**config.mk**
```make
export PLATFORM = sky130hd
export DESIGN_NAME = timer_counter_channel_core_flat
export DESIGN_NICKNAME = d
export VERILOG_FILES = /design/src/rtl/tcc_pkg.sv /design/src/rtl/tcc_chan_if.sv /design/src/rtl/tcc_chan_logic.sv /design/src/rtl/timer_counter_channel_core.sv /design/src/flat_wrapper.sv
export SDC_FILE = /design/constraint.sdc
export NUM_CORES = 1
export LEC_CHECK = 0
export BUFFER_PORTS_ARGS = -buffer_cell sky130_fd_sc_hd__clkbuf_2
export CAP_MARGIN = 30
export CORE_UTILIZATION = 46
export CTS_CLUSTER_DIAMETER = 50
export DETAILED_ROUTE_END_ITERATION = 12
export GPL_TIMING_DRIVEN = 1
export PLACE_DENSITY = 0.62
export SLEW_MARGIN = 20
export SYNTH_ARGS = -nofsm -noshare
export SYNTH_HDL_FRONTEND = slang
export SYNTH_HIERARCHICAL = 1
export SYNTH_SLANG_ARGS = --single-unit
```
**constraint.sdc**
```tcl
create_clock -name clk -period 6.59 [get_ports clk]
set_clock_uncertainty 0.2 [all_clocks]
set_input_delay 0.3295 -clock clk [delete_from_list [all_inputs] [get_ports clk]]
set_output_delay 0.3295 -clock clk [all_outputs]
set_load 0.01 [all_outputs]
```
**src/rtl/tcc_pkg.sv**
```systemverilog
// Package: shared types and register/opcode constants for the timer/counter channel.
`default_nettype none
package tcc_pkg;

  localparam int unsigned OP_W   = 2;
  localparam int unsigned OFS_W  = 6;
  localparam int unsigned DATA_W = 32;
  localparam int unsigned ERR_W  = 2;
  localparam int unsigned CNT_W  = 16;
  localparam int unsigned STAT_W = 17;

  // Item kinds
  localparam logic [OP_W-1:0] OP_READ  = 2'd0;
  localparam logic [OP_W-1:0] OP_WRITE = 2'd1;
  localparam logic [OP_W-1:0] OP_TICK  = 2'd2;

  // Error codes
  localparam logic [ERR_W-1:0] ERR_OK      = 2'd0;
  localparam logic [ERR_W-1:0] ERR_OFFSET  = 2'd1;
  localparam logic [ERR_W-1:0] ERR_CAPTURE = 2'd2;
  localparam logic [ERR_W-1:0] ERR_BURST   = 2'd3;

  // Register byte offsets
  localparam logic [OFS_W-1:0] OFS_CCR = 6'h00;
  localparam logic [OFS_W-1:0] OFS_CMR = 6'h04;
  localparam logic [OFS_W-1:0] OFS_CV  = 6'h10;
  localparam logic [OFS_W-1:0] OFS_RA  = 6'h14;
  localparam logic [OFS_W-1:0] OFS_RB  = 6'h18;
  localparam logic [OFS_W-1:0] OFS_RC  = 6'h1C;
  localparam logic [OFS_W-1:0] OFS_SR  = 6'h20;
  localparam logic [OFS_W-1:0] OFS_IER = 6'h24;
  localparam logic [OFS_W-1:0] OFS_IDR = 6'h28;
  localparam logic [OFS_W-1:0] OFS_IMR = 6'h2C;

  // Status bit positions
  localparam int unsigned ST_COVFS  = 0;
  localparam int unsigned ST_CPAS   = 2;
  localparam int unsigned ST_CPBS   = 3;
  localparam int unsigned ST_CPCS   = 4;
  localparam int unsigned ST_CLKSTA = 16;
  localparam int unsigned EVT_W     = 8;

  // Mode register bit positions
  localparam int unsigned MD_WAVE    = 15;
  localparam int unsigned MD_WAVSEL  = 13;
  localparam int unsigned MD_CPCTRG  = 14;
  localparam int unsigned MD_CPCSTOP = 6;
  localparam int unsigned MD_CPCDIS  = 7;
  localparam int unsigned MD_BURST   = 4;

  // Control register bits
  localparam int unsigned CTL_ENA = 0;
  localparam int unsigned CTL_DIS = 1;
  localparam int unsigned CTL_TRG = 2;

  localparam logic [CNT_W-1:0] CNT_MAX = 16'hFFFF;

  typedef struct packed {
    logic [OP_W-1:0]   op;
    logic [OFS_W-1:0]  offset;
    logic [DATA_W-1:0] wdata;
  } tcc_item_t;

  typedef struct packed {
    logic [DATA_W-1:0] rdata;
    logic              irq;
    logic [ERR_W-1:0]  error;
  } tcc_result_t;

endpackage
`default_nettype wire

```
**src/rtl/tcc_chan_if.sv**
```systemverilog
// Interfaces: valid/ready channels for input items and result items.
`default_nettype none
interface tcc_in_if;
  logic                         valid;
  logic                         ready;
  logic [tcc_pkg::OP_W-1:0]     op;
  logic [tcc_pkg::OFS_W-1:0]    offset;
  logic [tcc_pkg::DATA_W-1:0]   wdata;

  modport source (output valid, op, offset, wdata, input ready);
  modport sink   (input valid, op, offset, wdata, output ready);
endinterface

interface tcc_out_if;
  logic                         valid;
  logic                         ready;
  logic [tcc_pkg::DATA_W-1:0]   rdata;
  logic                         irq;
  logic [tcc_pkg::ERR_W-1:0]    error;

  modport source (output valid, rdata, irq, error, input ready);
  modport sink   (input valid, rdata, irq, error, output ready);
endinterface
`default_nettype wire

```
**src/rtl/tcc_chan_logic.sv**
```systemverilog
// Channel state registers and the single-pass update logic for one item.
`default_nettype none
module tcc_chan_logic (
  input  wire logic                clk,
  input  wire logic                rst_n,
  input  wire logic                go,
  input  wire tcc_pkg::tcc_item_t  item,
  output tcc_pkg::tcc_result_t     result
);
  import tcc_pkg::*;

  logic [DATA_W-1:0] mode_r, mode_nxt;
  logic [CNT_W-1:0]  cv_r, cv_nxt;
  logic [DATA_W-1:0] ra_r, ra_nxt;
  logic [DATA_W-1:0] rb_r, rb_nxt;
  logic [CNT_W-1:0]  rc_r, rc_nxt;
  logic [STAT_W-1:0] status_r, status_nxt;
  logic [DATA_W-1:0] mask_r, mask_nxt;
  logic              down_r, down_nxt;
  logic              run_r, run_nxt;

  always_comb begin
    logic [1:0]       wsel;
    logic [CNT_W-1:0] top;
    logic             dn;
    logic             wave;
    wsel       = mode_r[MD_WAVSEL +: 2];
    wave       = mode_r[MD_WAVE];
    top        = wsel[1] ? rc_r : CNT_MAX;
    dn         = down_r;
    mode_nxt   = mode_r;
    cv_nxt     = cv_r;
    ra_nxt     = ra_r;
    rb_nxt     = rb_r;
    rc_nxt     = rc_r;
    status_nxt = status_r;
    mask_nxt   = mask_r;
    down_nxt   = down_r;
    run_nxt    = run_r;
    result     = '0;

    if (go) begin
      case (item.op)
        OP_READ: begin
          case (item.offset)
            OFS_CMR: result.rdata = mode_r;
            OFS_CV:  result.rdata = {{(DATA_W-CNT_W){1'b0}}, cv_r};
            OFS_RA:  result.rdata = ra_r;
            OFS_RB:  result.rdata = rb_r;
            OFS_RC:  result.rdata = {{(DATA_W-CNT_W){1'b0}}, rc_r};
            OFS_SR: begin
              // Return the events, then drop them
              result.rdata = {{(DATA_W-STAT_W){1'b0}}, status_r};
              status_nxt[EVT_W-1:0] = '0;
            end
            OFS_IMR: result.rdata = mask_r;
            default: result.error = ERR_OFFSET;
          endcase
        end
        OP_WRITE: begin
          case (item.offset)
            OFS_CCR: begin
              if (item.wdata[CTL_ENA] && !item.wdata[CTL_DIS]) begin
                status_nxt[ST_CLKSTA] = 1'b1;
              end
              if (item.wdata[CTL_DIS]) begin
                status_nxt[ST_CLKSTA] = 1'b0;
                run_nxt = 1'b0;
              end
              if (item.wdata[CTL_TRG]) begin
                // Software trigger: flip triangle direction or restart count
                if (wave && wsel[0]) begin
                  down_nxt = !down_r;
                end else begin
                  cv_nxt = '0;
                end
                if (status_nxt[ST_CLKSTA]) begin
                  run_nxt = 1'b1;
                end
              end
            end
            OFS_CMR: begin
              if (item.wdata[MD_BURST +: 2] != 2'b00) begin
                result.error = ERR_BURST;
              end else begin
                mode_nxt = item.wdata;
              end
            end
            OFS_RA: begin
              if (!wave) result.error = ERR_CAPTURE;
              else ra_nxt = item.wdata;
            end
            OFS_RB: begin
              if (!wave) result.error = ERR_CAPTURE;
              else rb_nxt = item.wdata;
            end
            OFS_RC:  rc_nxt = item.wdata[CNT_W-1:0];
            OFS_IER: mask_nxt = mask_r | item.wdata;
            OFS_IDR: mask_nxt = mask_r & ~item.wdata;
            default: result.error = ERR_OFFSET;
          endcase
        end
        OP_TICK: begin
          if (run_r) begin
            if (cv_r == CNT_MAX) status_nxt[ST_COVFS] = 1'b1;
            if (wave) begin
              if (!wsel[0]) begin
                cv_nxt = (cv_r == top) ? '0 : cv_r + 1'b1;
              end else begin
                if (cv_r == top) dn = 1'b1;
                else if (cv_r == '0) dn = 1'b0;
                down_nxt = dn;
                cv_nxt   = dn ? cv_r - 1'b1 : cv_r + 1'b1;
              end
              if (ra_r == {{(DATA_W-CNT_W){1'b0}}, cv_nxt}) status_nxt[ST_CPAS] = 1'b1;
              if (rb_r == {{(DATA_W-CNT_W){1'b0}}, cv_nxt}) status_nxt[ST_CPBS] = 1'b1;
              if (rc_r == cv_nxt) begin
                status_nxt[ST_CPCS] = 1'b1;
                if (mode_r[MD_CPCDIS]) begin
                  status_nxt[ST_CLKSTA] = 1'b0;
                  run_nxt = 1'b0;
                end
                if (mode_r[MD_CPCSTOP]) run_nxt = 1'b0;
              end
            end else begin
              cv_nxt = cv_r + 1'b1;
              if (rc_r == cv_nxt) begin
                status_nxt[ST_CPCS] = 1'b1;
                if (mode_r[MD_CPCTRG]) cv_nxt = '0;
              end
            end
          end
        end
        default: ;
      endcase
    end

    result.irq = |(status_nxt[EVT_W-1:0] & mask_nxt[EVT_W-1:0]);
  end

  always_ff @(posedge clk) begin
    if (!rst_n) begin
      mode_r   <= '0;
      cv_r     <= '0;
      ra_r     <= '0;
      rb_r     <= '0;
      rc_r     <= '0;
      status_r <= '0;
      mask_r   <= '0;
      down_r   <= 1'b0;
      run_r    <= 1'b0;
    end else begin
      mode_r   <= mode_nxt;
      cv_r     <= cv_nxt;
      ra_r     <= ra_nxt;
      rb_r     <= rb_nxt;
      rc_r     <= rc_nxt;
      status_r <= status_nxt;
      mask_r   <= mask_nxt;
      down_r   <= down_nxt;
      run_r    <= run_nxt;
    end
  end

endmodule
`default_nettype wire

```
**src/rtl/timer_counter_channel_core.sv**
```systemverilog
// Top level: one 16-bit timer/counter channel with input and result registers.
`default_nettype none
// One 16-bit timer/counter channel driven by items: each input item is a
// register read, a register write or one counter clock tick, and each item
// gives exactly one result item (read data, interrupt level, error code).
// An accepted item lands in an input register; once the result register is
// free or being drained, the channel logic updates the counter, compare and
// status registers and the result is captured in an output register. The
// block sustains one item per cycle as long as the output side keeps taking
// results. The throughput is set by the single state-update step. The input
// side keeps accepting while a result waits as long as the input register is
// empty, or its item can move into a result register that is free or being
// drained in the same cycle.
// Reset is synchronous, active low, and clears all channel registers.
module timer_counter_channel_core (
  input  wire logic  clk,
  input  wire logic  rst_n,
  tcc_in_if.sink     in_ch,
  tcc_out_if.source  out_ch
);
  import tcc_pkg::*;

  tcc_item_t   item_r;
  logic        item_valid_r, item_valid_nxt;
  tcc_result_t res_r;
  tcc_result_t res_comb;
  logic        res_valid_r, res_valid_nxt;
  logic        advance;
  logic        in_take;

  // Advance the held item when the result register is free or draining
  assign advance = item_valid_r && (!res_valid_r || out_ch.ready);
  assign in_ch.ready = !item_valid_r || advance;
  assign in_take = in_ch.valid && in_ch.ready;

  assign item_valid_nxt = in_take ? 1'b1 : (advance ? 1'b0 : item_valid_r);
  assign res_valid_nxt  = advance ? 1'b1 :
                          ((res_valid_r && out_ch.ready) ? 1'b0 : res_valid_r);

  tcc_chan_logic u_logic (
    .clk    (clk),
    .rst_n  (rst_n),
    .go     (advance),
    .item   (item_r),
    .result (res_comb)
  );

  always_ff @(posedge clk) begin
    if (!rst_n) begin
      item_valid_r <= 1'b0;
      res_valid_r  <= 1'b0;
    end else begin
      item_valid_r <= item_valid_nxt;
      res_valid_r  <= res_valid_nxt;
    end
  end

  // Payload registers: hold unless a new item or result is loaded
  always_ff @(posedge clk) begin
    if (in_take) begin
      item_r.op     <= in_ch.op;
      item_r.offset <= in_ch.offset;
      item_r.wdata  <= in_ch.wdata;
    end
    if (advance) begin
      res_r <= res_comb;
    end
  end

  assign out_ch.valid = res_valid_r;
  assign out_ch.rdata = res_r.rdata;
  assign out_ch.irq   = res_r.irq;
  assign out_ch.error = res_r.error;

endmodule
`default_nettype wire
```
**src/flat_wrapper.sv**
```systemverilog
// flat-port wrapper written by rule: the top's interface ports become plain ports
module timer_counter_channel_core_flat import tcc_pkg::*;
  (clk, rst_n, in_ch_valid, in_ch_op, in_ch_offset, in_ch_wdata, in_ch_ready, out_ch_valid, out_ch_rdata, out_ch_irq, out_ch_error, out_ch_ready);
  tcc_in_if in_ch_i ();
  tcc_out_if out_ch_i ();
  input  wire logic clk;
  input  wire logic rst_n;
  input wire logic [$bits(in_ch_i.valid)-1:0] in_ch_valid;
  input wire logic [$bits(in_ch_i.op)-1:0] in_ch_op;
  input wire logic [$bits(in_ch_i.offset)-1:0] in_ch_offset;
  input wire logic [$bits(in_ch_i.wdata)-1:0] in_ch_wdata;
  output wire logic [$bits(in_ch_i.ready)-1:0] in_ch_ready;
  output wire logic [$bits(out_ch_i.valid)-1:0] out_ch_valid;
  output wire logic [$bits(out_ch_i.rdata)-1:0] out_ch_rdata;
  output wire logic [$bits(out_ch_i.irq)-1:0] out_ch_irq;
  output wire logic [$bits(out_ch_i.error)-1:0] out_ch_error;
  input wire logic [$bits(out_ch_i.ready)-1:0] out_ch_ready;
  assign in_ch_i.valid = in_ch_valid;
  assign in_ch_i.op = in_ch_op;
  assign in_ch_i.offset = in_ch_offset;
  assign in_ch_i.wdata = in_ch_wdata;
  assign in_ch_ready = in_ch_i.ready;
  assign out_ch_valid = out_ch_i.valid;
  assign out_ch_rdata = out_ch_i.rdata;
  assign out_ch_irq = out_ch_i.irq;
  assign out_ch_error = out_ch_i.error;
  assign out_ch_i.ready = out_ch_ready;
  timer_counter_channel_core u_core (.clk(clk), .rst_n(rst_n), .in_ch(in_ch_i), .out_ch(out_ch_i));
endmodule
```
**Yosys cells after proc, flatten, opt, wreduce, memory -nomap -nowiden**

Index checks and enable logic that the tools add are counted.
W data, S select, Z words.

- Bits in registers: 248
- Input port bits: 44
- Output and inout port bits: 37
- Word-level logic and storage cells: 163

- Add/sub/neg operators: 2
- Eq/ne operators: 26
- Mux-type cells: 79
- Bitwise operators: 5
- Reductions and logical operators: 32

Operators with widths:

| operator | number |
|---|---|
| $mux W16 | 15 |
| $pmux W32 S7 | 1 |
| $eq A32 B16 Y1 | 2 |
| $pmux W32 S2 | 1 |
| $eq A16 B16 Y1 | 3 |
| $mux W1 | 45 |
| $and A32 B32 Y32 | 1 |
| $mux W8 | 4 |
| $not A32 Y32 | 1 |
| $or A32 B32 Y32 | 1 |
| $pmux W16 S2 | 1 |
| $eq A6 B5 Y1 const B | 4 |
| $eq A6 B6 Y1 const B | 4 |
| $add A16 B1 Y16 const B | 1 |
| $eq A16 B16 Y1 const B | 1 |
| $logic_not A16 Y1 | 1 |
| $sub A16 B1 Y16 const B | 1 |
| $ne A2 B2 Y1 const B | 7 |
| $reduce_and A4 Y1 | 3 |
| $reduce_bool A2 Y1 | 5 |
| $reduce_and A3 Y1 | 3 |
| $and A8 B8 Y8 | 1 |
| $pmux W1 S2 | 4 |
| $reduce_and A8 Y1 | 1 |
| other kinds (21) | 33 |

**Logic depth before layout (Yosys ltp)**

Gate-level depths: netlist (run 1).

- Word-level depth: 22
- Gate-level depth with buffers: 15
- Mapped depth without buffers: 12

**Cells and area by module**

Netlist (run 1), hierarchy kept.

By module, submodules not included:

| module | instances | cells each | area each (sq um) | seq. area each (sq um) |
|---|---|---|---|---|
| tcc_chan_logic | 1 | 1,408 | 10,617.7 | 3,423.3 |
| timer_counter_channel_core | 1 | 84 | 2,356.0 | 2,292.2 |

**Worst setup path after synthesis (run 1)**

OpenSTA, ideal clock, no wires.

- Kind: register to register
- From: register u_core.res_valid_r, in the netlist u_core/out_ch.valid
- To: register u_core.res_r (netlist bit u_core/out_ch.irq), data pin
- Setup time: 269 ps
- Arrival: 4,562 ps
- Data required time: 6,121 ps
- Setup slack: 1,559 ps
- Stages on the path, launching flop included: 15
- Buffers on the path: 2
- Clock period less this slack: 5,031 ps
- Path through: dfxtp_1 -> nor2b_4 -> nor2b_1 -> and3b_1 -> clkbuf_1 -> nand3_1 -> nor3_1 -> clkbuf_1 -> nand2_1 -> a22o_1 -> a22oi_1 -> nand3_1 -> a22o_1 -> a41oi_1 -> o211ai_1

RTL lines:

| what | line | text |
|---|---|---|
| from (decl) | timer_counter_channel_core.sv:27 | `logic res_valid_r, res_valid_nxt;` |
| from (signal assigned) | timer_counter_channel_core.sv:54 | `res_valid_r <= res_valid_nxt;` |
| to (signal assigned) | timer_counter_channel_core.sv:66 | `res_r <= res_comb;` |
| to (decl) | timer_counter_channel_core.sv:25 | `tcc_result_t res_r;` |

==> run summary, run 1 <==
Root Driver = clkbuf_16
Synth Area per Inst = 8.70 µm²
slew margin rel. = 34.6%
die height = 170 µm
Mapped Area = 0.0130 mm²
DRC viols = 0
Seq cells post-synth = 248
Post-Syn Nets = 1539
GR Layer Usage met3 = 4.23%
first-pass GRT wire length = 66600 µm
IO Pins = 81
Initial Utilization = 46.7%
vias in the first global route = 11157
arrival time worst endpoint = 5.08 ns
die area = 0.0289 mm²
core region area = 0.0278 mm²
Max Fanout on Critical Path = 28
GRT Total Usage = 30.3%
Setup crit start kind = register
fin. max-slew vios = 0
width of the die = 170 µm
Tot Pwr = 3380 µW
Synth cell types = 72
antenna-violating nets left = 0
yosys warns = 6
Setup TNS Final = 0 ns
Post-Syn Instances = 1492
grt total ovfl = 0
P&R area growth vs syn = 15.6%
clk_lat worst skew = 0.55 ns
final hold viol count = 0
clk sink count = 248
GPL Wtd Cong = 0.954
Rows = 61
initial DRC count = 1406
initial antenna violation count = 0
CTS tree = built
met2 usage = 50.0%
RSZ-0062 raised after global routing = false
Post-CTS Setup Repair Bufs = 0
Reg clk slew, reported paths = 0.06 ns
TritonCTS Buffers = 28
DP Worst Slack = 1.75 ns
Post-synth ARST share = 0%
Resize count post-CTS = 0
grt met1 use = 40.4%
Setup CP Type = reg2reg
vias per cell = 6.03
NumNets Final = 1587
worst min path class = in2reg
Least-Margin Pin Slew = 0.981 ns
post-synthesis sequential area ratio = 44.1%
worst endpoint required time = 6.77 ns
largest net degree at the start of global routing = 118
status = finished, final reports clean
n_diodes = 0
drt first pass iters = 6
setup slack after layout = 1.69 ns
Post-DP HPWL = 29100 µm
fin crit share = 74.4%
Post-synth EDFFs = 75
# hold bufs at CTS = 43
Post-Route WL = 44100 µm
fillcell total = 2607
max-cap violations = 0
# setup viols final = 0
# H-tree levels = 1
Max VDD drop = 0.206 mV
Hold Crit Depth = 3
share of layout cells above drive strength 1 = 11.4%
Routed WL per cell = 22.7 µm
Max Fclk = 204 MHz
Period minus WS final = 4.90 ns
R2R cell count = 10
leakage power total = 0.00508 µW
GR peak layer = met2
CTS max path bufs = 3
Top FF cell, synth = dfxtp_1
pwr dens = 225 mW/mm²
vias = 11702
port bufs = 80
nature of the critical path endpoint = register
==> area by class of cell <==
cell class | count | area, µm² | area share [%]
clock buffer | 34 | 774 | 5.16
clock inverter | 18 | 213 | 1.42
sequential | 248 | 5720 | 38.1
timing repair buffer | 144 | 1010 | 6.77
multi-input combinational | 1098 | 6730 | 44.9
inverter | 20 | 75.1 | 0.501
tap | 378 | 473 | 3.15
==> path summary, 6_finish.rpt <==
path,startpoint,to,slack [ns]
hold / removal,rst_n,u_core/u_logic/mask_r[25]$_SDFFE_PN0P_,0.05
setup reg to reg,u_core/u_logic/mode_r[14]$_SDFFE_PN0P_,u_core/out_ch.irq$_DFFE_PP_,1.69
setup / recovery,u_core/u_logic/mode_r[14]$_SDFFE_PN0P_,u_core/out_ch.irq$_DFFE_PP_,1.69
hold reg to reg,u_core/u_logic/mode_r[30]$_SDFFE_PN0P_,u_core/u_logic/mode_r[30]$_SDFFE_PN0P_,0.27
==> synthesized netlist by cell type (all sizes together), types with 2 or more instances <==
cell type	n	area, µm²
nand2	345	1290
dfxtp	173	3460
a21boi	131	983
clkbuf	96	360
edfxtp	75	2250
nor2	68	255
xnor2	53	464
a21oi	52	260
nand3	52	265
a222oi	40	400
xor2	33	289
buf	30	164
nor2b	29	189
and2	24	150
nor3	22	115
o21ai	22	110
a22oi	21	158
a31oi	21	131
inv	20	75.1
nand4	20	125
nor4	20	131
a22o	13	114
and3	13	81.3
a32o	11	111
o211ai	11	82.6
mux2i	10	100
nor3b	10	100
o22ai	9	56.3
nand3b	7	65.1
and3b	5	43.8
nand2b	5	31.3
a21o	4	30.0
a32oi	4	35.0
o221ai	4	35.0
or4	4	33.8
xnor3	4	90.1
a41oi	3	26.3
ha	3	37.5
o31a	3	26.3
a2111oi	2	36.3
a221oi	2	17.5
nor4b	2	17.5
o21a	2	15.0
==> flip-flops by register name, indices dropped and copies added (netlist names) <==
signal                   cells
u_core/item_r               40
u_core/item_valid_r          1
u_core/out_ch.error          2
u_core/out_ch.irq            1
u_core/out_ch.rdata         32
u_core/out_ch.valid          1
u_core/u_logic/cv_r         16
u_core/u_logic/down_r        1
u_core/u_logic/mask_r       32
u_core/u_logic/mode_r       32
u_core/u_logic/ra_r         32
u_core/u_logic/rb_r         32
u_core/u_logic/rc_r         16
u_core/u_logic/run_r         1
u_core/u_logic/status_r      9
==> worst max-delay path, stage by stage (launching register included) <==
cell and delay [ns]:
dfxtp_1 0.85, nor3b_2 0.28, o211ai_1 0.11, a32o_1 0.31, or4_1 0.99, o21ai_1 0.54
xnor2_1 0.13, a2111o_1 0.39, nor4_1 0.59, a41oi_1 0.21, o211ai_1 0.14
==> power breakdown <==
| part | total (µW) | switching (µW) | internal (µW) |
|---|---|---|---|
| combinational | 116 | 59.6 | 55.9 |
| clock | 1630 | 636 | 998 |
| sequential | 1630 | 32.4 | 1600 |
| total | 3380 | 728 | 2650 |
==> metal layers <==
layer  vias up  part of all wire, %
met5         -                    0
met4         0                  3.1
met3       102                  8.0
met2       545                   47
met1      5633                   42
li1       5422                    -
==> through the flow <==
stage / utilization, % / instance area [µm²] / hold WS, ns / std cells
final: 54.0 / 15000 / 0.0456 / 1940
after global routing: 54.0 / 15000 / 0.0804 / 1940
after CTS: 53.9 / 15000 / 0.0543 / 1939
after detailed placement: 48.8 / 13600 / 0.259 / 1844
after global placement: 48.7 / 13500 / 0.248 / 1843
after floorplan: - / 13000 / 0.228 / 1492
==> cell usage in the layout, fill, tap and decap left out, types with 5 or more instances in the layout <==
| cell type | n |
|---|---|
| nand2_1 | 344 |
| dfxtp_1 | 173 |
| a21boi_0 | 130 |
| clkbuf_2 | 79 |
| edfxtp_1 | 75 |
| nor2_1 | 64 |
| xnor2_1 | 53 |
| a21oi_1 | 51 |
| nand3_1 | 49 |
| dlygate4sd3_1 | 43 |
| a222oi_1 | 40 |
| xor2_1 | 33 |
| clkbuf_16 | 29 |
| nor2b_1 | 27 |
| and2_1 | 24 |
| o21ai_0 | 21 |
| a22oi_1 | 21 |
| a31oi_1 | 21 |
| buf_4 | 20 |
| inv_1 | 20 |
| nand4_1 | 20 |
| nor4_1 | 19 |
| nor3_1 | 18 |
| a22o_1 | 13 |
| o211ai_1 | 11 |
| mux2i_1 | 10 |
| a32o_1 | 10 |
| and3_1 | 10 |
| o22ai_1 | 9 |
| nand3b_1 | 6 |
| nand2b_1 | 5 |
| and3b_1 | 5 |
| nor3b_2 | 5 |
| nor3b_1 | 5 |
==> logic make-up (layout without fill, tap and decap cells) <==
group / count (synthesis) / count (layout) / share of synthesized area, %
and+or+nand+nor: 630 / 630 / 22.6
AOI/OAI and AO/OA: 364 / 364 / 21.0
DFF: 248 / 248 / 44.1
buffers and inverters: 146 / 216 / 4.62
xor gates and xnor gates: 90 / 90 / 6.50
muxes: 11 / 11 / 0.945
adders and majority gates: 3 / 3 / 0.289
Note: power is estimated with default switching activity, not from simulation.
==> run 2: changes to the inputs <==
--- a/config.mk
+++ b/config.mk
@@ -5,6 +5,7 @@
 export SDC_FILE = /design/constraint.sdc
 export NUM_CORES = 1
 export LEC_CHECK = 0
+export ABC_AREA = 1
 export BUFFER_PORTS_ARGS = -buffer_cell sky130_fd_sc_hd__clkbuf_2
 export CAP_MARGIN = 30
 export CORE_UTILIZATION = 46
==> constraint.sdc (replaced) <==
create_clock -name clk -period 4.8 [get_ports clk]
set_clock_uncertainty 0.2 [all_clocks]
set_input_delay 0.24 -clock clk [delete_from_list [all_inputs] [get_ports clk]]
set_output_delay 0.24 -clock clk [all_outputs]
set_load 0.01 [all_outputs]
==> run 2 against run 1 <==
Maximum frequency rose by 23%. Total power grew 47%. Non-clock buffer count rose by 8. Hold slack improved by 0.092 ns. Die area is 3.4% lower. Synthesized cell count rose by 11%. Largest cell class unchanged.
==> run summary, run 2 <==
nature of the critical path endpoint = register (unchanged)
Synth Area per Inst = 7.59 µm² (was 8.70 µm²)
DP Area = 0.0132 mm² (was 0.0136 mm²)
Max VDD drop = 0.422 mV (was 0.206 mV)
GPL Wtd Cong = 0.978 (was 0.954)
Comb pwr share = 3.6% (was 3.4%)
Sw Ratio = 22.7% (was 21.5%)
worst min path class = in2reg (unchanged)
simple logic cell fraction of the synthesized area = 22.4% (was 22.6%)
top post-synthesis cells by area = dfxtp_1 28%, edfxtp_1 18%, nand2_1 8.8% (was dfxtp_1 27%, edfxtp_1 17%, nand2_1 10%)
IO Pins = 81 (unchanged)
internal power = 3830 µW (was 2650 µW)
first-pass GRT wire length = 69900 µm (was 66600 µm)
worst endpoint required time = 4.98 ns (was 6.77 ns)
antenna-violating nets left = 0 (unchanged)
clk sink count = 248 (unchanged)
vias per cell = 5.84 (was 6.03)
Layout Utilization = 55.3% (was 54.0%)
Max Fanout on Critical Path = 18 (was 28)
CP max stage delay = 0.72 ns (was 0.99 ns)
Setup TNS Final = 0 ns (unchanged)
Crit-path slowest cell = dfxtp_1 (was or4_1)
vias in the first global route = 11896 (was 11157)
Post-Syn Instances = 1650 (was 1492)
mux cell area share after synthesis = 0% (was 0.945%)
vias = 12424 (was 11702)
Initial Utilization = 46.7% (about the same)
CP Cell Sequence = buf_4 > nand2_1 > nand2_1 > nand2_1 > nor2_1 > nand2_1 > nor2_1 > nand3_1 > nand2_2 > nor2_1 > nor3_1 > nand2_1 > nor2_1 > nand2_1 > nor2_2 > nand3_2 > nand2_1 > nand2_1 > nand2_1 > nand3_1 > nand3_1 (was nor3b_2 > o211ai_1 > a32o_1 > or4_1 > o21ai_1 > xnor2_1 > a2111o_1 > nor4_1 > a41oi_1 > o211ai_1)
max-cap violations = 0 (unchanged)
DRC viols = 0 (unchanged)
post-synthesis compound-gate area fraction = 20.6% (was 21.0%)
final hold viol count = 0 (unchanged)
area leader, netlist = dfxtp_1 (unchanged)
# setup viols final = 0 (unchanged)
hold wc startpoint = rst_n (unchanged)
largest net degree at the start of global routing = 82 (was 118)
post-synthesis sequential area ratio = 45.6% (was 44.1%)
Worst Setup SP = u_core/u_logic/mode_r[14]$_SDFFE_PN0P_ (unchanged)
drt first pass iters = 5 (was 6)
commonest cells in the netlist = 295 x nand2_1, 181 x a21oi_1, 175 x inv_1 (was 345 x nand2_1, 173 x dfxtp_1, 130 x a21boi_0)
port bufs = 80 (unchanged)
adder-cell share of the synthesized area = 0.300% (was 0.289%)
Mapped Area = 0.0125 mm² (was 0.0130 mm²)
die area = 0.0279 mm² (was 0.0289 mm²)
Reg clk slew, reported paths = 0.06 ns (about the same)
leakage power total = 0.00584 µW (was 0.00508 µW)
Rows = 60 (was 61)
Post-Route WL = 45700 µm (was 44100 µm)
Crit path top cell by count = nand2_1 (was o211ai_1)
slew margin rel. = 35.3% (was 34.6%)
most frequent cells in the layout = 295 x nand2_1, 180 x a21oi_1, 173 x inv_1, 173 x dfxtp_1, 165 x o21ai_0 (was 344 x nand2_1, 173 x dfxtp_1, 130 x a21boi_0)
NumNets Final = 1806 (was 1587)
Worst R2R Start = u_core/u_logic/mode_r[14]$_SDFFE_PN0P_ (unchanged)
core region area = 0.0268 mm² (was 0.0278 mm²)
Top reg by flops = u_core/item_r (unchanged)
P&R area growth vs syn = 18.3% (was 15.6%)
Synth cell types = 53 (was 72)
sequential share of power = 44.9% (was 48.2%)
Post-synth EDFFs = 75 (unchanged)
Root Driver = clkbuf_16 (unchanged)
fin. max-slew vios = 0 (unchanged)
pwr dens = 335 mW/mm² (was 225 mW/mm²)
width of the die = 167 µm (was 170 µm)
Top FF cell, synth = dfxtp_1 (unchanged)
Resize count post-CTS = 0 (unchanged)
GRT Total Usage = 32.7% (was 30.3%)
share of layout cells above drive strength 1 = 11.7% (was 11.4%)
RSZ-0062 raised after global routing = false (unchanged)
Post-DP HPWL = 32200 µm (was 29100 µm)
commonest non-fill, non-tap cell in the layout = nand2_1 (unchanged)
initial DRC count = 1358 (was 1406)
Post-Syn Nets = 1697 (was 1539)
CTS tree = built (unchanged)
grt met1 use = 44.0% (was 40.4%)
status = finished, final reports clean (unchanged)
yosys warns = 6 (unchanged)
largest family of logic cells by synthesized area = simple AND/OR/NAND/NOR gates (unchanged)
Final Instance Area = 0.0148 mm² (was 0.0150 mm²)
NetSw = 1120 µW (was 728 µW)
TritonCTS Buffers = 35 (was 28)
die height = 167 µm (was 170 µm)
Period minus WS final = 3.98 ns (was 4.90 ns)
initial antenna violation count = 0 (unchanged)
n_diodes = 0 (unchanged)
met2 usage = 51.2% (was 50.0%)
CTS max path bufs = 3 (unchanged)
fin crit share = 82.9% (was 74.4%)
top-area cell type share of the netlist area = 27.6% (was 26.7%)
arrival time worst endpoint = 4.16 ns (was 5.08 ns)
Max Fclk = 251 MHz (was 204 MHz)
Post-synth ARST share = 0% (unchanged)
clock share of power = 51.5% (was 48.3%)
xor-xnor portion of the synthesized cell area = 2.59% (was 6.50%)
# H-tree levels = 2 (was 1)
GR Layer Usage met3 = 5.85% (was 4.23%)
clk_lat worst skew = 0.52 ns (was 0.55 ns)
GR peak layer = met2 (unchanged)
grt total ovfl = 0 (unchanged)
Routed WL per cell = 21.5 µm (was 22.7 µm)
most frequent cell after synthesis = nand2_1 (unchanged)
Least-Margin Pin Slew = 0.968 ns (was 0.981 ns)
max FFs per register = 40 (unchanged)
Seq cells post-synth = 248 (unchanged)
Setup crit start kind = register (unchanged)
Setup CP Type = reg2reg (unchanged)
## run 2: cell types whose count changed in the layout (fill, tap and decap cells not counted), sizes merged, moves of 52 or more
cell	change
o21ai	+147
a21oi	+131
a21boi	-131
nor2	+104
xnor2	-52
inv	+157
## run 2: power groups by stage
stage	clock network (µW)	logic, µW	registers, µW
5_1_grt	2680	193	2230
6_report	2550	179	2220
4_1_cts	2580	177	2220
3_5_place_dp	0	149	2270
3_3_place_gp	0	149	2270
2_1_floorplan	0	75.0	2260
## run 2: layer usage
| layer | wire length (µm) | vias up | share of wire (%) |
|---|---|---|---|
| li1 | - | 5835 | - |
| met1 | 19400 | 5841 | 43 |
| met2 | 20300 | 637 | 44 |
| met3 | 3960 | 111 | 8.7 |
| met4 | 1980 | 0 | 4.3 |
| met5 | 0 | - | 0 |
## run 2: stage by stage
step | hold WS (ns) | total power, µW | std cells | setup WS [ns]
2_1_floorplan | 0.139 | 2340 | 1650 | 0.256
3_3_place_gp | 0.217 | 2410 | 2020 | 0.990
3_5_place_dp | 0.219 | 2420 | 2020 | 0.915
4_1_cts | 0.107 | 4980 | 2126 | 0.900
5_1_grt | 0.142 | 5090 | 2126 | 0.479
6_report | 0.137 | 4960 | 2126 | 0.822
## run 2: final timing paths
| kind | slack, ns | cells after the start | to |
|---|---|---|---|
| worst max register to register | 0.82 | 21 | u_core/out_ch.irq$_DFFE_PP_ |
| worst min register to register | 0.25 | 2 | u_core/u_logic/mode_r[5]$_SDFFE_PN0P_ |
| worst min-delay path | 0.14 | 3 | u_core/u_logic/mask_r[28]$_SDFFE_PN0P_ |
| worst max-delay path | 0.82 | 21 | u_core/out_ch.irq$_DFFE_PP_ |
## run 2: area by class of cell
class                      count  area, µm²
sequential                   248       5720
clock buffer                  48        997
timing repair buffer         152       1050
inverter                     184        691
tap                          341        427
fill                        2584      12000
clock inverter                15        153
multi-input combinational   1138       5780
## run 2: cells by family (layout without fill, tap and decap cells)
logic type | after synthesis | after routing
flops | 248 | 248
simple gates | 639 | 639
fa+ha+maj | 3 | 3
buf+inv | 264 | 399
xor+xnor | 37 | 37
compound gates | 459 | 459
## run 2: timing repair
action                                  in CTS  in global routing
hold buffers                                43                  0
buffers inserted                             0                  0
endpoints found under the hold margin       42                  0
endpoints found under the setup margin       0                  0
## run 2: worst max-delay path, delay by kind of cell, from the launching register on
family                 cells  cell delay, ns
flip-flops                 1            0.72
AND/OR/NAND/NOR           20            2.59
buffers and inverters      1            0.34
==> run 3: changes to the inputs <==
==> constraint.sdc (replaced) <==
create_clock -name clk -period 4.13 [get_ports clk]
set_clock_uncertainty 0.2 [all_clocks]
set_input_delay 0.2065 -clock clk [delete_from_list [all_inputs] [get_ports clk]]
set_output_delay 0.2065 -clock clk [all_outputs]
set_load 0.01 [all_outputs]
==> run 3 against run 2 <==
Maximum frequency rose by 8.4%. Flip-flop and latch count did not move. Final cell count rose by 0.42%. Global-route usage rose by 0.65 points. Utilization barely moved. Wire length rose by 3.1%. Final area barely moved. Combinational power rose by 17%. Count of clock-buffer cells in the layout fell by 4. Hold slack improved by 0.0092 ns. Largest cell class unchanged.
==> run summary, run 3 (synthesis gave the netlist of run 2 again) <==
die height = 167 µm (unchanged)
vias per cell = 5.85 (was 5.84)
CP max stage delay = 0.51 ns (was 0.72 ns)
internal power = 4210 µW (was 3830 µW)
max-cap violations = 0 (unchanged)
Setup crit start kind = register (unchanged)
commonest non-fill, non-tap cell in the layout = nand2_1 (unchanged)
Comb pwr share = 3.9% (was 3.6%)
Post-CTS Setup Repair Bufs = 0 (unchanged)
first-pass GRT wire length = 70800 µm (was 69900 µm)
Worst R2R Start = u_core/u_logic/mode_r[14]$_SDFFE_PN0P_ (unchanged)
Sw Ratio = 22.9% (was 22.7%)
max FFs per register = 40 (unchanged)
share of layout cells above drive strength 1 = 12.1% (was 11.7%)
leakage power total = 0.00587 µW (was 0.00584 µW)
Reg clk slew, reported paths = 0.06 ns (about the same)
Resize count post-CTS = 0 (unchanged)
Worst Hold Path EP = u_core/item_r[16]$_DFFE_PP_ (was u_core/u_logic/mask_r[28]$_SDFFE_PN0P_)
Setup CP Type = reg2reg (unchanged)
CTS tree = built (unchanged)
initial antenna violation count = 1 (was 0)
# hold bufs at CTS = 44 (was 43)
GRT Total Usage = 33.4% (was 32.7%)
TritonCTS Buffers = 31 (was 35)
width of the die = 167 µm (unchanged)
clock share of power = 48.8% (was 51.5%)
Buf/Inv on CP = 3 (was 1)
Rows = 60 (unchanged)
IO Pins = 81 (unchanged)
worst hold slack = 0.147 ns (was 0.137 ns)
Post-Route WL = 47100 µm (was 45700 µm)
fin crit share = 88.9% (was 82.9%)
hold wc startpoint = in_ch_wdata[16] (was rst_n)
Hold Crit Depth = 2 (was 3)
R2R cell count = 19 (was 21)
Root Driver = clkbuf_16 (unchanged)
sequential share of power = 47.3% (was 44.9%)
Top reg by flops = u_core/item_r (unchanged)
Initial Utilization = 46.7% (unchanged)
drt first pass iters = 7 (was 5)
NetSw = 1250 µW (was 1120 µW)
largest net degree at the start of global routing = 74 (was 82)
fin. max-slew vios = 0 (unchanged)
core region area = 0.0268 mm² (unchanged)
die area = 0.0279 mm² (unchanged)
slew margin rel. = 37.8% (was 35.3%)
pwr dens = 368 mW/mm² (was 335 mW/mm²)
critical path's top delay family = simple AND/OR/NAND/NOR gates (unchanged)
arrival time worst endpoint = 3.79 ns (was 4.16 ns)
fillcell total = 2573 (was 2584)
Least-Margin Pin Slew = 0.932 ns (was 0.968 ns)
port bufs = 80 (unchanged)
Routed WL per cell = 22.1 µm (was 21.5 µm)
DP Area = 0.0133 mm² (was 0.0132 mm²)
Setup TNS Final = 0 ns (unchanged)
Crit-path slowest cell = nand3_1 (was dfxtp_1)
CTS max path bufs = 3 (unchanged)
clk_lat worst skew = 0.57 ns (was 0.52 ns)
CP Cell Sequence = buf_4 > inv_1 > o21ai_1 > nand2_1 > nor2_1 > nand2_1 > nor2_1 > nand3_1 > nand3_2 > xor2_1 > inv_1 > nand3_1 > nor2_1 > nand3_1 > nand2_1 > nand2_1 > nand2_1 > nand2_1 > nand3_1 (was buf_4 > nand2_1 > nand2_1 > nand2_1 > nor2_1 > nand2_1 > nor2_1 > nand3_1 > nand2_2 > nor2_1 > nor3_1 > nand2_1 > nor2_1 > nand2_1 > nor2_2 > nand3_2 > nand2_1 > nand2_1 > nand2_1 > nand3_1 > nand3_1)
Max Fclk = 272 MHz (was 251 MHz)
worst endpoint required time = 4.25 ns (was 4.98 ns)
P&R area growth vs syn = 18.2% (was 18.3%)
Final Instance Area = 0.0148 mm² (about the same)
Max Fanout on Critical Path = 35 (was 18)
Period minus WS final = 3.67 ns (was 3.98 ns)
reg2reg end = u_core/out_ch.irq$_DFFE_PP_ (unchanged)
Post-DP HPWL = 33400 µm (was 32200 µm)
GPL Wtd Cong = 0.982 (was 0.978)
most frequent cells in the layout = 295 x nand2_1, 180 x a21oi_1, 173 x inv_1, 173 x dfxtp_1, 165 x o21ai_0 (unchanged)
Crit path top cell by count = nand2_1 (unchanged)
status = finished, final reports clean (unchanged)
final hold viol count = 0 (unchanged)
vias = 12493 (was 12424)
initial DRC count = 1423 (was 1358)
antenna-violating nets left = 0 (unchanged)
RSZ-0062 raised after global routing = false (unchanged)
n_diodes = 0 (unchanged)
worst min path class = in2reg (unchanged)
r2r setup slk = 0.46 ns (was 0.82 ns)
vias in the first global route = 11870 (was 11896)
DRC viols = 0 (unchanged)
# setup viols final = 0 (unchanged)
# H-tree levels = 1 (was 2)
NumNets Final = 1817 (was 1806)
Max VDD drop = 0.330 mV (was 0.422 mV)
clk sink count = 248 (unchanged)
nature of the critical path endpoint = register (unchanged)
grt total ovfl = 0 (unchanged)
[run 3: cell types whose count changed in the layout (fill, tap and decap cells not counted), sizes merged]
| cell | before | now |
|---|---|---|
| dlygate4sd3 | 43 | 44 |
| clkinv | 14 | 10 |
| clkinvlp | 2 | 0 |
| clkbuf | 127 | 123 |
| buf | 30 | 44 |
| inv | 181 | 185 |
[run 3: how the worst max path moves through the flow]
| stage | depth (start not counted) | endpoint | from | slack, ns |
|---|---|---|---|---|
| final | 19 | u_core/out_ch.irq$_DFFE_PP_ | u_core/u_logic/mode_r[14]$_SDFFE_PN0P_ | 0.46 |
| after global routing | 20 | u_core/out_ch.irq$_DFFE_PP_ | u_core/u_logic/cv_r[0]$_SDFFE_PN0P_ | 0.28 |
| after CTS | 19 | u_core/out_ch.irq$_DFFE_PP_ | u_core/u_logic/mode_r[14]$_SDFFE_PN0P_ | 0.62 |
| after detailed placement | 19 | u_core/out_ch.irq$_DFFE_PP_ | u_core/u_logic/mode_r[14]$_SDFFE_PN0P_ | 0.63 |
| after global placement | 20 | u_core/out_ch.irq$_DFFE_PP_ | u_core/u_logic/cv_r[0]$_SDFFE_PN0P_ | 0.56 |
| after floorplan | 9 | u_core/out_ch.irq$_DFFE_PP_ | u_core/out_ch.valid$_SDFFE_PN0P_ | 0.61 |
[run 3: layout make-up]
cell class,instances,area (µm²),share of cell area (%)
clock buffer,44,855,5.77
timing repair buffer,167,1190,8.04
multi-input combinational,1138,5780,39.0
sequential,248,5720,38.6
clock inverter,13,153,1.03
inverter,184,691,4.66
tap,341,427,2.88
[run 3: power by group through the flow]
stage                     Sequential, µW  Clock, µW  Combinational [µW]
after floorplan                     2630          0                87.4
after global placement              2630          0                 171
after detailed placement            2630          0                 171
after CTS                           2580       2700                 204
after global routing                2580       2800                 226
final                               2580       2670                 210
[run 3: stage by stage]
stage	setup WS, ns	total power (µW)	utilization, %	cells
CTS	0.623	5490	55.2	2134
floorplan	0.609	2720	-	1650
finish	0.460	5460	55.3	2135
global route	0.277	5610	55.3	2135
detailed placement	0.633	2810	49.8	2033
global placement	0.556	2800	49.8	2033
[run 3: layer usage]
layer  routed length, µm  vias up  track usage, %
met3                3420      126            4.35
met5                   0        -               0
met4                2070        0            14.5
li1                    -     5874               -
met2               21100      582            53.2
met1               20500     5911            45.3
[run 3: worst register-to-register path: stages (launching register included)]
cell	delay [ns]
dfxtp_1	0.30
buf_4	0.32
inv_1	0.17
o21ai_1	0.15
nand2_1	0.08
nor2_1	0.09
nand2_1	0.05
nor2_1	0.12
nand3_1	0.51
nand3_2	0.39
xor2_1	0.30
inv_1	0.14
nand3_1	0.11
nor2_1	0.05
nand3_1	0.08
nand2_1	0.08
nand2_1	0.09
nand2_1	0.06
nand2_1	0.05
nand3_1	0.08
